==> config.mk <==
export PLATFORM = sky130hd
export DESIGN_NAME = led_on_blink_fade_off_sequencer
export DESIGN_NICKNAME = d
export VERILOG_FILES = /design/src/hdl/lobfo_pkg.sv /design/src/hdl/lobfo_step.sv /design/src/hdl/led_on_blink_fade_off_sequencer.sv
export VERILOG_INCLUDE_DIRS = /design/src /design/src/hdl
export SDC_FILE = /design/constraint.sdc
export NUM_CORES = 1
export LEC_CHECK = 0
export BUFFER_PORTS_ARGS = -buffer_cell sky130_fd_sc_hd__buf_2
export CAP_MARGIN = 20
export CORE_UTILIZATION = 42
export CTS_CLUSTER_DIAMETER = 60
export CTS_CLUSTER_SIZE = 25
export DETAILED_ROUTE_END_ITERATION = 16
export PLACE_DENSITY = 0.63
export SYNTH_ARGS = -nofsm -noshare
export SYNTH_HDL_FRONTEND = slang
export SYNTH_SLANG_ARGS = --single-unit
==> constraint.sdc <==
create_clock -name clk -period 6.5 [get_ports clk]
set_input_delay 0.975 -clock clk [delete_from_list [all_inputs] [get_ports clk]]
set_output_delay 0.975 -clock clk [all_outputs]
set_load 0.01 [all_outputs]
==> src/hdl/led_on_blink_fade_off_sequencer_defines.svh <==
// Assertion macros for the LED phase sequencer.
`ifndef LED_ON_BLINK_FADE_OFF_SEQUENCER_DEFINES_SVH
`define LED_ON_BLINK_FADE_OFF_SEQUENCER_DEFINES_SVH

`ifndef ASSERT_OFF
// Same-cycle implication, disabled during reset.
`define ASSERT_IMPL(lbl, clk, rst, ante, cons) \
  lbl: assert property (@(posedge clk) disable iff (rst) (ante) |-> (cons)) \
    else $error("assertion failed");
// Next-cycle implication, disabled during reset.
`define ASSERT_NEXT(lbl, clk, rst, ante, cons) \
  lbl: assert property (@(posedge clk) disable iff (rst) (ante) |=> (cons)) \
    else $error("assertion failed");
`else
`define ASSERT_IMPL(lbl, clk, rst, ante, cons)
`define ASSERT_NEXT(lbl, clk, rst, ante, cons)
`endif

`endif

==> src/hdl/lobfo_pkg.sv <==
// Types, codes and constants shared by the LED phase sequencer.
`timescale 1ns / 1ps
package lobfo_pkg;
  localparam int TIME_BITS = 32;
  localparam int IN_BITS   = 32;
  localparam int OUT_BITS  = 16;

  typedef logic [TIME_BITS-1:0] time_t;

  localparam logic [1:0] PH_ON    = 2'd0;
  localparam logic [1:0] PH_BLINK = 2'd1;
  localparam logic [1:0] PH_FADE  = 2'd2;
  localparam logic [1:0] PH_OFF   = 2'd3;

  localparam logic [2:0] CFG_ON_DURATION  = 3'd0;
  localparam logic [2:0] CFG_BLINK_PERIOD = 3'd1;
  localparam logic [2:0] CFG_BLINK_TARGET = 3'd2;
  localparam logic [2:0] CFG_FADE_PERIOD  = 3'd3;
  localparam logic [2:0] CFG_FADE_STEP    = 3'd4;
  localparam logic [2:0] CFG_OFF_DURATION = 3'd5;

  localparam logic [7:0] LEVEL_FULL = 8'd255;
  localparam logic [7:0] LEVEL_ZERO = 8'd0;

  typedef struct packed {
    logic [15:0] on_duration;
    logic [15:0] blink_period;
    logic [2:0]  blink_target;
    logic [15:0] fade_period;
    logic [7:0]  fade_step;
    logic [15:0] off_duration;
  } cfg_t;

  typedef struct packed {
    logic [1:0]         phase;
    logic               entry_pending;
    time_t              hold_start;
    time_t              blink_last;
    time_t              fade_last;
    logic               blink_level;
    logic [2:0]         blink_tally;
    logic signed [8:0]  brightness;
  } seq_state_t;

  typedef struct packed {
    logic [7:0] level;
    logic       analog;
    logic       written;
    logic [1:0] phase;
  } result_t;

  localparam cfg_t CFG_RESET = '{
    on_duration:  16'd2000,
    blink_period: 16'd750,
    blink_target: 3'd5,
    fade_period:  16'd40,
    fade_step:    8'd5,
    off_duration: 16'd2000
  };

  localparam seq_state_t STATE_RESET = '{
    phase:         PH_ON,
    entry_pending: 1'b1,
    hold_start:    '0,
    blink_last:    '0,
    fade_last:     '0,
    blink_level:   1'b0,
    blink_tally:   3'd0,
    brightness:    9'sd255
  };
endpackage

==> src/hdl/lobfo_step.sv <==
// Per-tick phase logic: next sequencer state and the drive result.
`timescale 1ns / 1ps
module lobfo_step (
  input  lobfo_pkg::cfg_t       cfg,
  input  lobfo_pkg::seq_state_t cur,
  input  lobfo_pkg::time_t      now,
  output lobfo_pkg::seq_state_t nxt,
  output lobfo_pkg::result_t    res
);
  localparam int PAD = lobfo_pkg::TIME_BITS - 16;

  lobfo_pkg::time_t  hold_base;
  lobfo_pkg::time_t  fade_base;
  lobfo_pkg::time_t  hold_diff;
  lobfo_pkg::time_t  blink_diff;
  lobfo_pkg::time_t  fade_diff;
  lobfo_pkg::time_t  hold_span;
  logic              blink_toggle;
  logic [2:0]        tally_new;
  logic signed [8:0] bright_base;
  logic signed [9:0] bright_new;

  // Entering ON or OFF latches the tick time; entering FADE resets its timer base to 0 and brightness to 255.
  assign hold_base   = cur.entry_pending ? now : cur.hold_start;
  assign fade_base   = cur.entry_pending ? '0 : cur.fade_last;
  assign bright_base = cur.entry_pending ? 9'sd255 : cur.brightness;
  assign hold_diff   = now - hold_base;
  assign blink_diff  = now - cur.blink_last;
  assign fade_diff   = now - fade_base;
  assign hold_span   = (cur.phase == lobfo_pkg::PH_ON) ?
                       {{PAD{1'b0}}, cfg.on_duration} : {{PAD{1'b0}}, cfg.off_duration};
  assign blink_toggle = blink_diff >= {{PAD{1'b0}}, cfg.blink_period};
  assign tally_new   = (blink_toggle && !cur.blink_level) ? cur.blink_tally + 3'd1
                                                          : cur.blink_tally;
  assign bright_new  = {bright_base[8], bright_base} - $signed({2'b00, cfg.fade_step});

  always_comb begin
    nxt = cur;
    res = '0;
    unique case (cur.phase)
      lobfo_pkg::PH_ON, lobfo_pkg::PH_OFF: begin
        nxt.entry_pending = 1'b0;
        nxt.hold_start    = hold_base;
        res.written       = 1'b1;
        res.level         = (cur.phase == lobfo_pkg::PH_ON) ? lobfo_pkg::LEVEL_FULL
                                                            : lobfo_pkg::LEVEL_ZERO;
        if (hold_diff >= hold_span) begin
          nxt.entry_pending = 1'b1;
          nxt.phase = (cur.phase == lobfo_pkg::PH_ON) ? lobfo_pkg::PH_BLINK
                                                      : lobfo_pkg::PH_ON;
        end
      end
      lobfo_pkg::PH_BLINK: begin
        nxt.entry_pending = 1'b0;
        nxt.blink_tally   = tally_new;
        if (blink_toggle) begin
          nxt.blink_last  = now;
          nxt.blink_level = !cur.blink_level;
          res.written     = 1'b1;
          res.level       = cur.blink_level ? lobfo_pkg::LEVEL_ZERO : lobfo_pkg::LEVEL_FULL;
        end
        // Compare on every blink tick, toggled or not.
        if (tally_new == cfg.blink_target) begin
          nxt.entry_pending = 1'b1;
          nxt.blink_tally   = 3'd0;
          nxt.phase         = lobfo_pkg::PH_FADE;
        end
      end
      default: begin
        nxt.entry_pending = 1'b0;
        nxt.fade_last     = fade_base;
        nxt.brightness    = bright_base;
        if (fade_diff >= {{PAD{1'b0}}, cfg.fade_period}) begin
          nxt.fade_last  = now;
          nxt.brightness = bright_new[8:0];
          res.written    = 1'b1;
          res.analog     = 1'b1;
          res.level      = bright_base[7:0];
          if (bright_new[9] || bright_new == 10'sd0) begin
            res.level         = lobfo_pkg::LEVEL_ZERO;
            nxt.entry_pending = 1'b1;
            nxt.phase         = lobfo_pkg::PH_OFF;
          end
        end
      end
    endcase
    res.phase = nxt.phase;
  end
endmodule

==> src/hdl/led_on_blink_fade_off_sequencer.sv <==
// Top level of the LED on / blink / fade / off sequencer.
//
// Usage:
//   Slave stream (s_tvalid/s_tready/s_tdata) carries one tick per request,
//   holding the current millisecond time. Master stream (m_tvalid/m_tready/
//   m_tdata) returns one result per tick: phase after the tick, whether a
//   drive value was written, digital or PWM, and its level.
//   Configuration registers are written through cfg_we/cfg_index/cfg_data
//   while the block is idle; writes take effect at the next clock edge.
//
// Timing:
//   A tick enters an input register, passes one level of compare/update
//   logic and lands in the result register, where m_tvalid rises. One tick
//   is accepted every cycle while s_tready is high; the rate is set by the
//   combinational state update between the two registers.
//
// Reset (synchronous, rst high): phase ON with entry pending, timers 0,
//   brightness 255, registers at their defaults, both stages empty.
// Backpressure: while m_tready is low a valid result holds; an empty input
//   register still takes one more tick, then s_tready drops until the result moves.
`timescale 1ns / 1ps
`include "led_on_blink_fade_off_sequencer_defines.svh"
module led_on_blink_fade_off_sequencer (
  input  logic                            clk,
  input  logic                            rst,
  input  logic                            s_tvalid,
  output logic                            s_tready,
  input  logic [lobfo_pkg::IN_BITS-1:0]   s_tdata,   // [31:0] now_ms
  output logic                            m_tvalid,
  input  logic                            m_tready,
  output logic [lobfo_pkg::OUT_BITS-1:0]  m_tdata,   // [1:0] phase, [2] drive_written,
                                                     // [3] drive_analog, [11:4] drive_level,
                                                     // [15:12] zero
  input  logic                            cfg_we,
  input  logic [2:0]                      cfg_index,
  input  logic [15:0]                     cfg_data
);
  logic                  in_valid;
  lobfo_pkg::time_t      in_now;
  logic                  advance;
  lobfo_pkg::cfg_t       cfg;
  lobfo_pkg::seq_state_t st;
  lobfo_pkg::seq_state_t st_next;
  lobfo_pkg::result_t    res_next;
  lobfo_pkg::result_t    res;

  assign advance  = !m_tvalid || m_tready;
  assign s_tready = !in_valid || advance;

  always_ff @(posedge clk) begin
    if (rst) begin
      cfg <= lobfo_pkg::CFG_RESET;
    end else if (cfg_we) begin
      unique case (cfg_index)
        lobfo_pkg::CFG_ON_DURATION:  cfg.on_duration  <= cfg_data;
        lobfo_pkg::CFG_BLINK_PERIOD: cfg.blink_period <= cfg_data;
        lobfo_pkg::CFG_BLINK_TARGET: cfg.blink_target <= cfg_data[2:0];
        lobfo_pkg::CFG_FADE_PERIOD:  cfg.fade_period  <= cfg_data;
        lobfo_pkg::CFG_FADE_STEP:    cfg.fade_step    <= cfg_data[7:0];
        lobfo_pkg::CFG_OFF_DURATION: cfg.off_duration <= cfg_data;
        default: ;
      endcase
    end
  end

  // Input stage: hold the tick while the result stage is blocked.
  always_ff @(posedge clk) begin
    if (rst) begin
      in_valid <= 1'b0;
    end else if (s_tready) begin
      in_valid <= s_tvalid;
    end
  end

  always_ff @(posedge clk) begin
    if (s_tready && s_tvalid) begin
      in_now <= s_tdata[lobfo_pkg::TIME_BITS-1:0];
    end
  end

  lobfo_step u_step (
    .cfg (cfg),
    .cur (st),
    .now (in_now),
    .nxt (st_next),
    .res (res_next)
  );

  always_ff @(posedge clk) begin
    if (rst) begin
      st       <= lobfo_pkg::STATE_RESET;
      m_tvalid <= 1'b0;
    end else if (advance) begin
      m_tvalid <= in_valid;
      if (in_valid) begin
        st <= st_next;
      end
    end
  end

  always_ff @(posedge clk) begin
    if (advance && in_valid) begin
      res <= res_next;
    end
  end

  assign m_tdata = {4'b0000, res.level, res.analog, res.written, res.phase};

  // A stalled tick in the input register does not change.
  `ASSERT_NEXT(a_in_hold, clk, rst, in_valid && !advance,
               in_valid && $stable(in_now))
  // PWM levels come only from fade, or from the fade step that ends in off.
  `ASSERT_IMPL(a_analog_phase, clk, rst, m_tvalid && res.analog,
               res.phase == lobfo_pkg::PH_FADE || res.phase == lobfo_pkg::PH_OFF)
  // Brightness never rises above full while fading.
  `ASSERT_IMPL(a_bright_max, clk, rst, st.phase == lobfo_pkg::PH_FADE,
               $signed(st.brightness) <= 9'sd255)
endmodule

; ---- After elaboration in Yosys (flattened, before gate mapping)
; Cells that the tools add are included.
; Widths: inputs -> output; s select.
[op_classes]
eq_ne = 8
n_reduce_logical = 25
n_addsub = 5
n_lt_le_gt_ge = 3
mux = 22
bitwise_logic = 1
[ops]
columns = cell, count
row1 = $mux 32, 3
row2 = $sub 32x32->32, 3
row3 = $ge 32x16->1, 2
row4 = $ge 32x32->1, 1
row5 = $mux 8, 4
row6 = $mux 3, 6
row7 = $mux 9, 2
row8 = $mux 16, 1
row9 = $pmux 8 s2, 1
row10 = $reduce_and 2->1, 7
row11 = $logic_not 10->1, 1
row12 = $mux 10, 1
row13 = $sub 9x9->10, 1
row14 = $reduce_and 3->1, 3
row15 = $eq 3x2->1 const B, 2
row16 = $eq 3x3->1 const B, 2
row17 = $pmux 3 s2, 1
row18 = $reduce_and 4->1, 1
row19 = $add 3x1->3 const B, 1
row20 = $eq 3x1->1 const B, 1
row21 = $eq 3x3->1, 1
row22 = $logic_and 1x1->1, 3
row23 = $logic_not 1->1, 3
row24 = $logic_not 3->1, 1
row25 = other kinds (9), 12
[totals]
regBits = 233
output_inout_bits = 18
wordCells = 85
in_bits = 56

; ---- Longest topological paths before layout
[depth]
depth_word = 7
mapped_depth = 29
depth_no_buf = 23

; ---- Hierarchy
; A second synthesis with hierarchy kept.
[unflattened]
hier_cells = 2261
area_unflattened_um2 = 19104.6
[modules_own_cells]
columns = module, cells_per_inst, area_per_inst_um2, seq_area_each_um2, n_inst
row1 = lobfo_step, 1402, 10052.1, 0.0, 1
row2 = led_on_blink_fade_off_sequencer, 859, 9052.4, 5104.9, 1

; ---- Worst setup path after synthesis
; No wires, ideal clock.
[synth_path]
path_type = register -> register
from = reg st[109] (netlist name)
to = reg res (netlist bit m_tdata[1]) (data pin)
arrival_time_ns = 5.725
setup_ns = 0.265
t_required_ns = 6.235
stages_incl_launch_ff = 28
path_buffers = 4
synth_period_minus_slack_ns = 5.990
slack_ns = 0.510
cell_sequence = dfxtp_1 > clkbuf_1 > buf_1 > clkbuf_1 > nor2b_1 > ha_1 > inv_1 > fa_1 > a21o_1 > a21oi_1 > o21ai_1 > a21bo_2 > a21o_1 > a21oi_1 > xnor2_1 > ha_1 > nand4_1 > nor2_1 > a2111oi_0 > o211ai_1 > nor4bb_1 > nand4_1 > or4_1 > or4_1 > buf_2 > and2_1 > a221oi_1 > a21oi_1
[synth_lines]
columns = element, line_no
row1 = start: declaration, led_on_blink_fade_off_sequencer.sv:42  ; lobfo_pkg::seq_state_t st;
row2 = start signal: assignment, led_on_blink_fade_off_sequencer.sv:91  ; st <= lobfo_pkg::STATE_RESET;
row3 = start signal: assignment, led_on_blink_fade_off_sequencer.sv:96  ; st <= st_next;
row4 = end signal: assignment, led_on_blink_fade_off_sequencer.sv:103  ; res <= res_next;
row5 = end: declaration, led_on_blink_fade_off_sequencer.sv:45  ; lobfo_pkg::result_t res;

==> impl_metrics.env <==
export IMPL_core_area_mm2=0.0377
export IMPL_timing_final_hold_violations=0
export IMPL_cpLargestDelayFamily="compound AO/OA/AOI/OAI gates"
export IMPL_cts_root_buf="clkbuf_16"
export IMPL_cap_violations=0
export IMPL_die_h_um=198
export IMPL_min_path_type="flip-flop to flip-flop"
export IMPL_endpoint_kind="flip-flop"
export IMPL_synthCells=1976
export IMPL_reg2reg_from="st[109]"
export IMPL_finalWirelength_um=46200
export IMPL_nNetsFinal=2212
export IMPL_antenna_found_initial=1
export IMPL_clkTransAtPathRegs_ns=0.07
export IMPL_fp_dieW_um=198
export IMPL_ioPinCount=74
export IMPL_rows=71
export IMPL_post_route_util=0.471
export IMPL_hold_end="cfg[51]"
export IMPL_via_count=14400
export IMPL_drc=0
export IMPL_drv_slew=0
export IMPL_dieArea_mm2=0.0390
export IMPL_cts_buffers=27
export IMPL_period_minus_slack_ns=6.17
export IMPL_path_class="flip-flop to flip-flop"
export IMPL_worst_path_buf_inv=0
export IMPL_finalSetupViolCount=0
export IMPL_numPortBuffers=69
export IMPL_grt_pass1_wl_um=72800
export IMPL_reg2reg_slack_ns=0.33
export IMPL_wl_per_cell_um=18.3
export IMPL_worst_endpoint_required_ns=6.87
export IMPL_start_util=0.426
export IMPL_switching_share=0.323
export IMPL_holdWs_ns=0.459
export IMPL_holdPathStages=2
export IMPL_grt_usage=0.233
export IMPL_dr_pass1_iters=7
export IMPL_gp_congestion=0.947
export IMPL_htree_num_levels=1
export IMPL_insertion_delay_ns=0.57
export IMPL_worstMarginPinSlew_ns=1.07
export IMPL_period_share=0.950
export IMPL_startpoint_type="flip-flop"
export IMPL_cts_hold_buf=0
export IMPL_hp_start="cfg[51]"
export IMPL_synth_async_reset_ratio=0
export IMPL_synth_edf_count=44
export IMPL_internal_power_mw=2.74
export IMPL_ir_drop_uv=188
export IMPL_r2r_end="m_tdata[0]"
export IMPL_critPathArrivalTime_ns=6.54
export IMPL_seq_power_share=0.390
export IMPL_routed_via_density=5.70
export IMPL_status="finished clean"
export IMPL_ant_nets=0
export IMPL_rr_worst_depth=20
export IMPL_crit_slowest_cell="or4_1"
export IMPL_cts_resized_gates=0
export IMPL_synth_main_ff_cell="dfxtp_1"
export IMPL_total_leakage_power_nw=7.11
export IMPL_cp_max_fo=27
export IMPL_syn_to_final_growth_pct=10.5
export IMPL_pwr_share_comb=0.220
export IMPL_powerDensity_mw_per_mm2=228
export IMPL_final_area_mm2=0.0178
export IMPL_grt_pass1_vias=13500
export IMPL_clockPowerShare=0.389
export IMPL_place_area_mm2=0.0168
export IMPL_diodes=0
export IMPL_synth_cell_types=82
export IMPL_slew_limit_headroom=0.288
export IMPL_dpl_hpwl_um=34500
export IMPL_layout_drive_gt1_share=0.0782
export IMPL_cts_setup_buffers=0
export IMPL_drtIter0Drc=1083
export IMPL_syn_area_per_cell_um2=8.13
export IMPL_syn_area_mm2=0.0161
export IMPL_synth_seq_area_share=0.318
export IMPL_max_clock_freq_mhz=162
export IMPL_ys_seq_elements=233
export IMPL_power_switching_mw=1.31
export IMPL_cts_tree="yes"
export IMPL_max_stage_delay_ns=0.60
export IMPL_crit_top_cell="a21oi_1"
export IMPL_yosys_warnings=0
export IMPL_cts_sinks=233
export IMPL_grt_max_degree=99
export IMPL_crit_chain="mux2i_1, ha_1, nor2b_1, o2111ai_1, nand2_1, a21oi_1, xnor2_1, ha_1, a21o_1, a21o_1, a21oi_1, o21ai_0, a2111oi_0, nand4_1, a2111oi_0, nand4_1, or4_1, a21oi_1, a21oi_1, a221oi_1"
export IMPL_cts_max_path_buffers=3
export IMPL_clock_skew_ns=0.0220
export IMPL_grt_overflow_total=0
[final cells by class]
cell class	count	area (µm²)
Clock inverter	18	208
Timing Repair Buffer	86	495
Multi-Input combinational cell	1519	10100
Sequential cell	233	5110
Fill cell	3761	19900
Clock buffer	32	704
Inverter	132	495
Tap cell	511	639
[cell usage in the layout (no fill, tap or decap), drive strengths merged, types with 10 or more instances in the layout]
| cell type | netlist | layout |
|---|---|---|
| a21oi | 213 | 213 |
| nand2 | 206 | 206 |
| nor2 | 204 | 204 |
| dfxtp | 189 | 189 |
| ha | 153 | 153 |
| inv | 132 | 145 |
| buf | 16 | 86 |
| o21ai | 71 | 71 |
| mux2i | 58 | 58 |
| nand2b | 50 | 50 |
| a21o | 46 | 46 |
| xnor2 | 44 | 44 |
| edfxtp | 44 | 44 |
| a211oi | 42 | 42 |
| a22oi | 39 | 39 |
| nand4 | 33 | 33 |
| clkbuf | 80 | 32 |
| nand3 | 27 | 27 |
| xor2 | 27 | 27 |
| nor2b | 23 | 23 |
| nand3b | 22 | 22 |
| o21a | 20 | 20 |
| nor3 | 19 | 19 |
| o211ai | 15 | 15 |
| o21bai | 14 | 14 |
| and3 | 13 | 13 |
| a211o | 13 | 13 |
| a31oi | 12 | 12 |
| and2 | 10 | 11 |
| or2 | 11 | 11 |
| nor4 | 10 | 10 |
[cell usage after synthesis (all sizes together), types with 33 or more instances]
| cell | count | share of area |
|---|---|---|
| nand4 | 33 | 0.013 |
| a21oi | 213 | 0.066 |
| nand2b | 50 | 0.019 |
| nand2 | 206 | 0.048 |
| o21ai | 71 | 0.022 |
| nor2 | 204 | 0.048 |
| a22oi | 39 | 0.018 |
| ha | 153 | 0.12 |
| mux2i | 58 | 0.036 |
| a211oi | 42 | 0.020 |
| a21o | 46 | 0.022 |
| xnor2 | 44 | 0.024 |
| dfxtp | 189 | 0.24 |
| clkbuf | 80 | 0.019 |
| inv | 132 | 0.031 |
| edfxtp | 44 | 0.082 |
[registers in the layout, indices dropped and copies added, names as in the netlist]
| register | cells |
|---|---|
| cfg | 75 |
| m_tdata | 12 |
| st | 112 |
| m_tvalid | 1 |
| in_now | 32 |
| in_valid | 1 |
[tightest hold or removal path, delay by kind of cell, from the launching register on]
kind / cells / cell delay (ns)
AND/OR/NAND/NOR: 1 / 0.05
flip-flops: 1 / 0.31
AO/OA/AOI/OAI: 1 / 0.05
[kinds of logic (layout without fill, tap and decap cells)]
family | Yosys count | in the layout | share of synthesized area
adder cells (fa/ha/maj) | 157 | 157 | 0.124
flip-flops | 233 | 233 | 0.318
AND/OR/NAND/NOR | 653 | 654 | 0.192
other | 1 | 4 | 0.000234
AO/OA/AOI/OAI | 569 | 569 | 0.231
multiplexers | 64 | 64 | 0.0404
buffers and inverters | 228 | 268 | 0.0561
XOR/XNOR | 71 | 71 | 0.0387
[through the flow]
stage / power, mW / cells / setup TNS, ns / worst slack [ns]
after floorplan: 2.24 / 1979 / 0 / 0.510
after global placement: 2.47 / 2479 / 0 / 0.351
after detailed placement: 2.49 / 2480 / 0 / 0.176
after CTS: 4.07 / 2530 / 0 / 0.159
after global routing: 4.24 / 2531 / -0.00134 / -0.00134
final: 4.04 / 2531 / 0 / 0.327
[power groups by stage]
stage	Sequential, mW	Combinational, mW	Clock, mW
final	1.58	0.892	1.57
after global routing	1.58	0.988	1.67
after CTS	1.58	0.883	1.61
after detailed placement	1.61	0.876	0
after global placement	1.61	0.859	0
after floorplan	1.58	0.653	0
[layer usage]
metal  track usage  part of all wire  up-vias
met5             0           0.00035        -
met4        0.0632             0.022        2
met3        0.0230             0.049       68
met2         0.383              0.46      362
met1         0.324              0.47     6855
li1              -                 -     7128
[worst max-delay path by stage]
stage,startpoint,to,slack (ns),cells after the start
floorplan,st[109],m_tdata[1],0.51,27
global placement,st[109],st[30],0.35,24
detailed placement,st[109],st[29],0.18,24
CTS,st[109],st[27],0.16,24
global route,st[109],m_tdata[4],-0.001,23
finish,st[109],m_tdata[0],0.33,20
(Power assumes the default switching activity.)
